$ cat src/hw/rtl/deq_pkg.sv
`default_nettype none

package deq_pkg;

    // Field widths fixed by the interface.
    localparam int unsigned WORD_W = 32;
    localparam int unsigned OCC_W  = 8;

    // Operation codes carried by an input transaction.
    typedef enum logic [1:0] {
        OP_PUSH_FRONT = 2'd0,
        OP_PUSH_REAR  = 2'd1,
        OP_POP_FRONT  = 2'd2,
        OP_POP_REAR   = 2'd3
    } op_t;

    // Status codes returned with every result.
    typedef enum logic [1:0] {
        ST_OK    = 2'd0,
        ST_FULL  = 2'd1,
        ST_EMPTY = 2'd2
    } status_t;

    // Command broadcast to every cell of the chain.
    typedef enum logic [2:0] {
        CMD_HOLD        = 3'd0,
        CMD_SHIFT_RIGHT = 3'd1,
        CMD_SHIFT_LEFT  = 3'd2,
        CMD_WRITE_REAR  = 3'd3,
        CMD_CLEAR_REAR  = 3'd4
    } cell_cmd_t;

    typedef struct packed {
        cell_cmd_t          cmd;
        logic [WORD_W-1:0]  value;
    } cell_ctrl_t;

endpackage

`default_nettype wire

$ cat src/hw/rtl/deq_cell.sv
`default_nettype none

module deq_cell
    import deq_pkg::*;
(
    input  wire logic              clk,
    input  wire logic              rst_n,
    input  wire cell_ctrl_t        ctrl,
    input  wire logic [WORD_W-1:0] left_data,
    input  wire logic              left_occ,
    input  wire logic [WORD_W-1:0] right_data,
    input  wire logic              right_occ,
    output logic [WORD_W-1:0]      data,
    output logic                   occ,
    output logic [WORD_W-1:0]      tap
);

    logic [WORD_W-1:0] data_reg;
    logic [WORD_W-1:0] data_next;
    logic              occ_reg;
    logic              occ_next;
    logic              is_last;
    logic              is_slot;

    // This cell holds the rear word, or is the first free cell after it.
    assign is_last = occ_reg && !right_occ;
    assign is_slot = !occ_reg && left_occ;

    // Next contents follow the command shared by the whole chain.
    always_comb
    begin
        data_next = data_reg;
        occ_next  = occ_reg;
        unique case (ctrl.cmd)
            CMD_HOLD:
            begin
            end
            CMD_SHIFT_RIGHT:
            begin
                data_next = left_data;
                occ_next  = left_occ;
            end
            CMD_SHIFT_LEFT:
            begin
                data_next = right_data;
                occ_next  = right_occ;
            end
            CMD_WRITE_REAR:
            begin
                if (is_slot)
                begin
                    data_next = ctrl.value;
                    occ_next  = 1'b1;
                end
            end
            CMD_CLEAR_REAR:
            begin
                if (is_last)
                begin
                    occ_next = 1'b0;
                end
            end
            default:
            begin
            end
        endcase
    end

    // The occupied flag is control state and is cleared at reset.
    always_ff @(posedge clk or negedge rst_n)
    begin
        if (!rst_n)
        begin
            occ_reg <= 1'b0;
        end
        else
        begin
            occ_reg <= occ_next;
        end
    end

    // The word itself needs no reset: it is only read once occupied.
    always_ff @(posedge clk)
    begin
        data_reg <= data_next;
    end

    assign data = data_reg;
    assign occ  = occ_reg;
    assign tap  = is_last ? data_reg : '0;

endmodule

`default_nettype wire

$ cat config.mk
export PLATFORM = sky130hd
export DESIGN_NAME = deq_cell
export DESIGN_NICKNAME = d
export VERILOG_FILES = /design/src/hw/rtl/deq_pkg.sv /design/src/hw/rtl/deq_cell.sv
export SDC_FILE = /design/constraint.sdc
export NUM_CORES = 1
export LEC_CHECK = 0
export BUFFER_PORTS_ARGS = -buffer_cell sky130_fd_sc_hd__buf_2
export CAP_MARGIN = 20
export CORE_MARGIN = 2
export CORE_UTILIZATION = 38
export DETAILED_ROUTE_END_ITERATION = 6
export HOLD_SLACK_MARGIN = 0.15
export PLACE_DENSITY = 0.79
export SLEW_MARGIN = 25
export SYNTH_ARGS = -nofsm -noshare
export SYNTH_HDL_FRONTEND = slang
export SYNTH_SLANG_ARGS = --single-unit
$ cat constraint.sdc
create_clock -name clk -period 3.5 [get_ports clk]
set_clock_uncertainty 0.05 [all_clocks]
set_input_delay 0.175 -clock clk [delete_from_list [all_inputs] [get_ports clk]]
set_output_delay 0.175 -clock clk [all_outputs]
set_load 0.03 [all_outputs]
**After elaboration in Yosys (flattened, before gate mapping)**

Cells that the tools add are included.

- Flip-flop bits (word level): 33
- Input port bits: 103
- Output and inout bits: 65
- Word-level logic and storage cells: 22

- Eq/ne operators: 6
- Mux-type cells: 6
- Reductions and logical operators: 8

Operator list:

| operator | number |
|---|---|
| 32-bit one-hot mux with 3 select lines | 1 |
| 32-bit two-way mux | 2 |
| 3-bit by 2-bit equality test with 1-bit output (second input constant) | 2 |
| 2-bit != test (second input constant) | 2 |
| 1-bit one-hot mux with 4 select lines | 1 |
| 4-bit nonzero test | 1 |
| 3-bit by 1-bit equality test with 1-bit output (second input constant) | 1 |
| 3-bit equality test (second input constant) | 1 |
| 3-bit AND reduction | 1 |
| 3-bit nonzero test | 1 |
| 1-bit logical AND | 2 |
| 1-bit zero test | 2 |
| 1-bit two-way mux | 2 |
| 2-bit AND reduction | 1 |

**Logic depth before layout (Yosys ltp)**

- Depth after elaboration: 4
- Mapped depth: 5
- Mapped depth without buffers: 3

**Worst setup path after synthesis**

OpenSTA, ideal clock, no wires.

- Path type: flip-flop to flip-flop
- Start: reg occ_reg (netlist: occ)
- End: reg data_reg[0] (netlist: data[0]) (enable)
- Library setup time: 0.441 ns
- Arrival time: 2.367 ns
- Required time: 3.009 ns
- Setup slack: 0.642 ns
- Cell stages (with the launch flop): 3
- Path buffers: 0
- Period minus slack after synthesis: 2.858 ns
- Cell sequence: dfrtp_1 -> nand2b_1 -> a31oi_1

- Word-level cells in the longest chain between the ends: 4

Ends and longest elaborated chain:

| element | line | text |
|---|---|---|
| start: declaration | deq_cell.sv:20 | `logic occ_reg;` |
| start signal: assignment | deq_cell.sv:78 | `occ_reg <= occ_next;` |
| 1-bit zero test | deq_cell.sv:27 | `assign is_slot = !occ_reg && left_occ;` |
| 1-bit logical AND | deq_cell.sv:27 |  |
| 2-bit != test (no line) | -- |  |
| 2-bit AND reduction (no line) | -- |  |
| end signal: assignment | deq_cell.sv:85 | `data_reg <= data_next;` |
| end: declaration | deq_cell.sv:18 | `logic [WORD_W-1:0] data_reg;` |

Every way passes these cells.
A chain may end at the register's enable or synchronous reset.

**Worst setup path in the final report**

- Start: reg occ_reg (netlist: occ)
- End: out tap[23]

- Word-level cells in the longest chain between the ends: 2

Ends and longest elaborated chain:

| element | line | text |
|---|---|---|
| 1-bit logical AND | deq_cell.sv:26 | `assign is_last = occ_reg && !right_occ;` |
| 32-bit two-way mux | deq_cell.sv:90 | `assign tap = is_last ? data_reg : '0;` |
| end: declaration | deq_cell.sv:15 | `output logic [WORD_W-1:0] tap` |

Every way passes these cells.

==> results.md <==
- Outcome: complete, no violations
- Setup TNS: 0 ns
- Clock-pin slew on the worst setup and hold paths: 0.07 ns
- Rel. slew slack: 0.592
- Grt ovf: 0
- # DRC: 0
- Mapped Cells: 186
- CP Cell Sequence: nor2b_4 > and2_1 > buf_2
- All-Layer GR Usage: 0.200
- Final max-slew violation count: 0
- CTS tree: built
- DRT Wirelength: 5.78 mm
- Largest net degree at the start of global routing: 66
- Synth top cells by count: and2_1 (32), edfxtp_1 (32), mux2i_1 (32), nand2_1 (32), o21ai_1 (32)
- GPL Wtd Cong: 0.710
- Post-synth EDFFs: 32
- Clk buf depth: 2
- Worst Path Required: 3.27 ns
- Worst-margin pin slew: 0.613 ns
- Post-synth top area share: 0.489
- Synth cell types: 19
- Seq cells post-synth: 33
- Max reg flops: 32
- Largest area contributor in the netlist: edfxtp_1
- Initial DRT Pass Iterations: 4
- Die Span Y: 75.9 um
- # Max-Cap Violations: 0
- TritonCTS Sinks: 33
- Area growth from synthesis to layout: 63.5%
- Share of cells above drive strength 1: 0.476
- Critical path type: reg2out
- RSZ-0062 raised after global routing: no
- Site row count: 26
- Area contributors post-synth: edfxtp_1 (49%), mux2i_1 (16%), and2_1 (10%), o21ai_1 (8.2%), nand2_1 (6.1%)
- Finished Core Util: 0.637
- CP endpoint kind: primary output
- Initial antenna violation count: 0
- Routed vias/inst: 4.62
- Power Density: 350 nW/um^2
- Vias in the first global route: 2119
- Initial Utilization: 0.390
- Diodes inserted: 0
- I/O pin cnt: 168
- Setup Buffers After CTS: 0
- Minimum clock period: 1.86 ns
- Core area: 5040 sq um
- Post-route clock period utilization: 0.532
- Final ANT Viol Nets: 0
- Register area share after synthesis: 0.502
- Global-route wire length before repair: 9.24 mm
- CP Buf/Inv Count: 1
- Worst-path maximum fanout: 32
- CP Launch Type: flop
- Total CTS buffers: 5
- Skew-Pair Late Insertion Delay: 0.27 ns
- Slowest cell on crit path: nor2b_4
- Final hold violations: 0
- Worst EP arrival: 1.64 ns
- Peak VDD IR: 0.157 mV
- Die footprint: 5760 sq um
- WL/cell: 13.0 um
- Dominant synthesized flop cell: edfxtp_1
- Netlist Area Pre-Place: 1960 sq um
- FFs w/ async S/R, synth: 0.0303
- I/O Buffers: 167
- DR iter-0 viols: 94
- CP max stage delay: 0.55 ns
- CP top delay family: simple AND/OR/NAND/NOR gates
- Leak pwr: 1.65 nW
- H-tree Lvls: 2
- Yosys warns: 0
- Die Width: 75.9 um
- Syn nets: 289
- Avg Inst Size Synth: 10.6 sq um
- Maximum clock frequency: 537 MHz
- Final setup violation count: 0
- Nets: 478
- Hpwl dp: 4.03 mm
- Routed via count: 2059
- Clock Tree Root: clkbuf_8
- Class of the worst hold path: in2async
## final cells by class
| type | instances | area (sq um) |
|---|---|---|
| Tap cell | 70 | 87.6 |
| Clock buffer | 5 | 68.8 |
| Fill cell | 411 | 1830 |
| Clock inverter | 3 | 12.5 |
| Sequential cell | 33 | 986 |
| Multi-Input combinational cell | 139 | 916 |
| Timing Repair Buffer | 196 | 1140 |
## per-stage QoR
step | power [mW] | setup slack [ns] | hold WS [ns] | instances | cell area [sq um]
floorplan | 0.711 | 0.642 | -0.171 | 186 | 1960
global placement | 0.825 | 1.60 | -0.0951 | 410 | 2820
detailed placement | 0.834 | 1.52 | -0.0948 | 410 | 2820
CTS | 1.12 | 1.31 | 0.151 | 445 | 3170
global route | 1.17 | 1.51 | 0.163 | 446 | 3210
finish | 1.12 | 1.64 | 0.154 | 446 | 3210
## placed cells by master, fill, tap and decap left out
| cell type | n |
|---|---|
| a211oi_2 | 1 |
| a31oi_4 | 1 |
| and2_1 | 32 |
| buf_16 | 1 |
| buf_2 | 167 |
| buf_4 | 1 |
| clkbuf_8 | 5 |
| clkinv_1 | 2 |
| clkinv_2 | 1 |
| dfrtp_1 | 1 |
| dlygate4sd3_1 | 27 |
| edfxtp_1 | 32 |
| mux2_1 | 1 |
| mux2i_1 | 32 |
| nand2_1 | 32 |
| nand2b_1 | 1 |
| nand2b_4 | 1 |
| nor2_1 | 1 |
| nor2b_4 | 1 |
| o21ai_1 | 32 |
| o21bai_1 | 1 |
| o31ai_1 | 2 |
| or4b_1 | 1 |
## cell families after synthesis
logic type      after synthesis  synth area share
compound gates               37             0.103
mux                          33             0.169
buf+inv                      14            0.0471
simple gates                 69             0.180
flops                        33             0.502
## repair_timing
action / 4_1_cts / 5_1_grt
hold buffers: 27 / 0
gates resized for setup: 0 / 0
endpoints found under the hold margin: 27 / 0
## power breakdown
| part | internal, mW | switching [mW] |
|---|---|---|
| Sequential | 0.471 | 0.0149 |
| Clock | 0.134 | 0.133 |
| Combinational | 0.150 | 0.220 |
## worst reg2reg max path, stage by stage (launching register included)
cell and delay (ns):
dfrtp_1 0.42, nand2b_1 0.19, a31oi_4 0.43, buf_16 0.23
## layer usage
metal  share of wire  GRT usage
met5               0          0
met4          0.0080     0.0764
met2            0.56      0.402
met1            0.35      0.191
met3           0.082     0.0524
## path summary, 6_finish.rpt
| check | cells past startpoint | slack [ns] | from | end |
|---|---|---|---|---|
| worst max-delay path | 3 | 1.64 | occ | tap[23] |
| min in group clk | 3 | 0.16 | left_data[3] | data[3] |
| worst min register to register | 2 | 0.58 | occ | occ |
| worst max register to register | 3 | 1.88 | occ | data[20] |
| worst min-delay path | 2 | 0.15 | rst_n | occ |
| max in group asynchronous | 2 | 3.16 | rst_n | occ |
No activity file was read; power rests on OpenSTA's default activity.
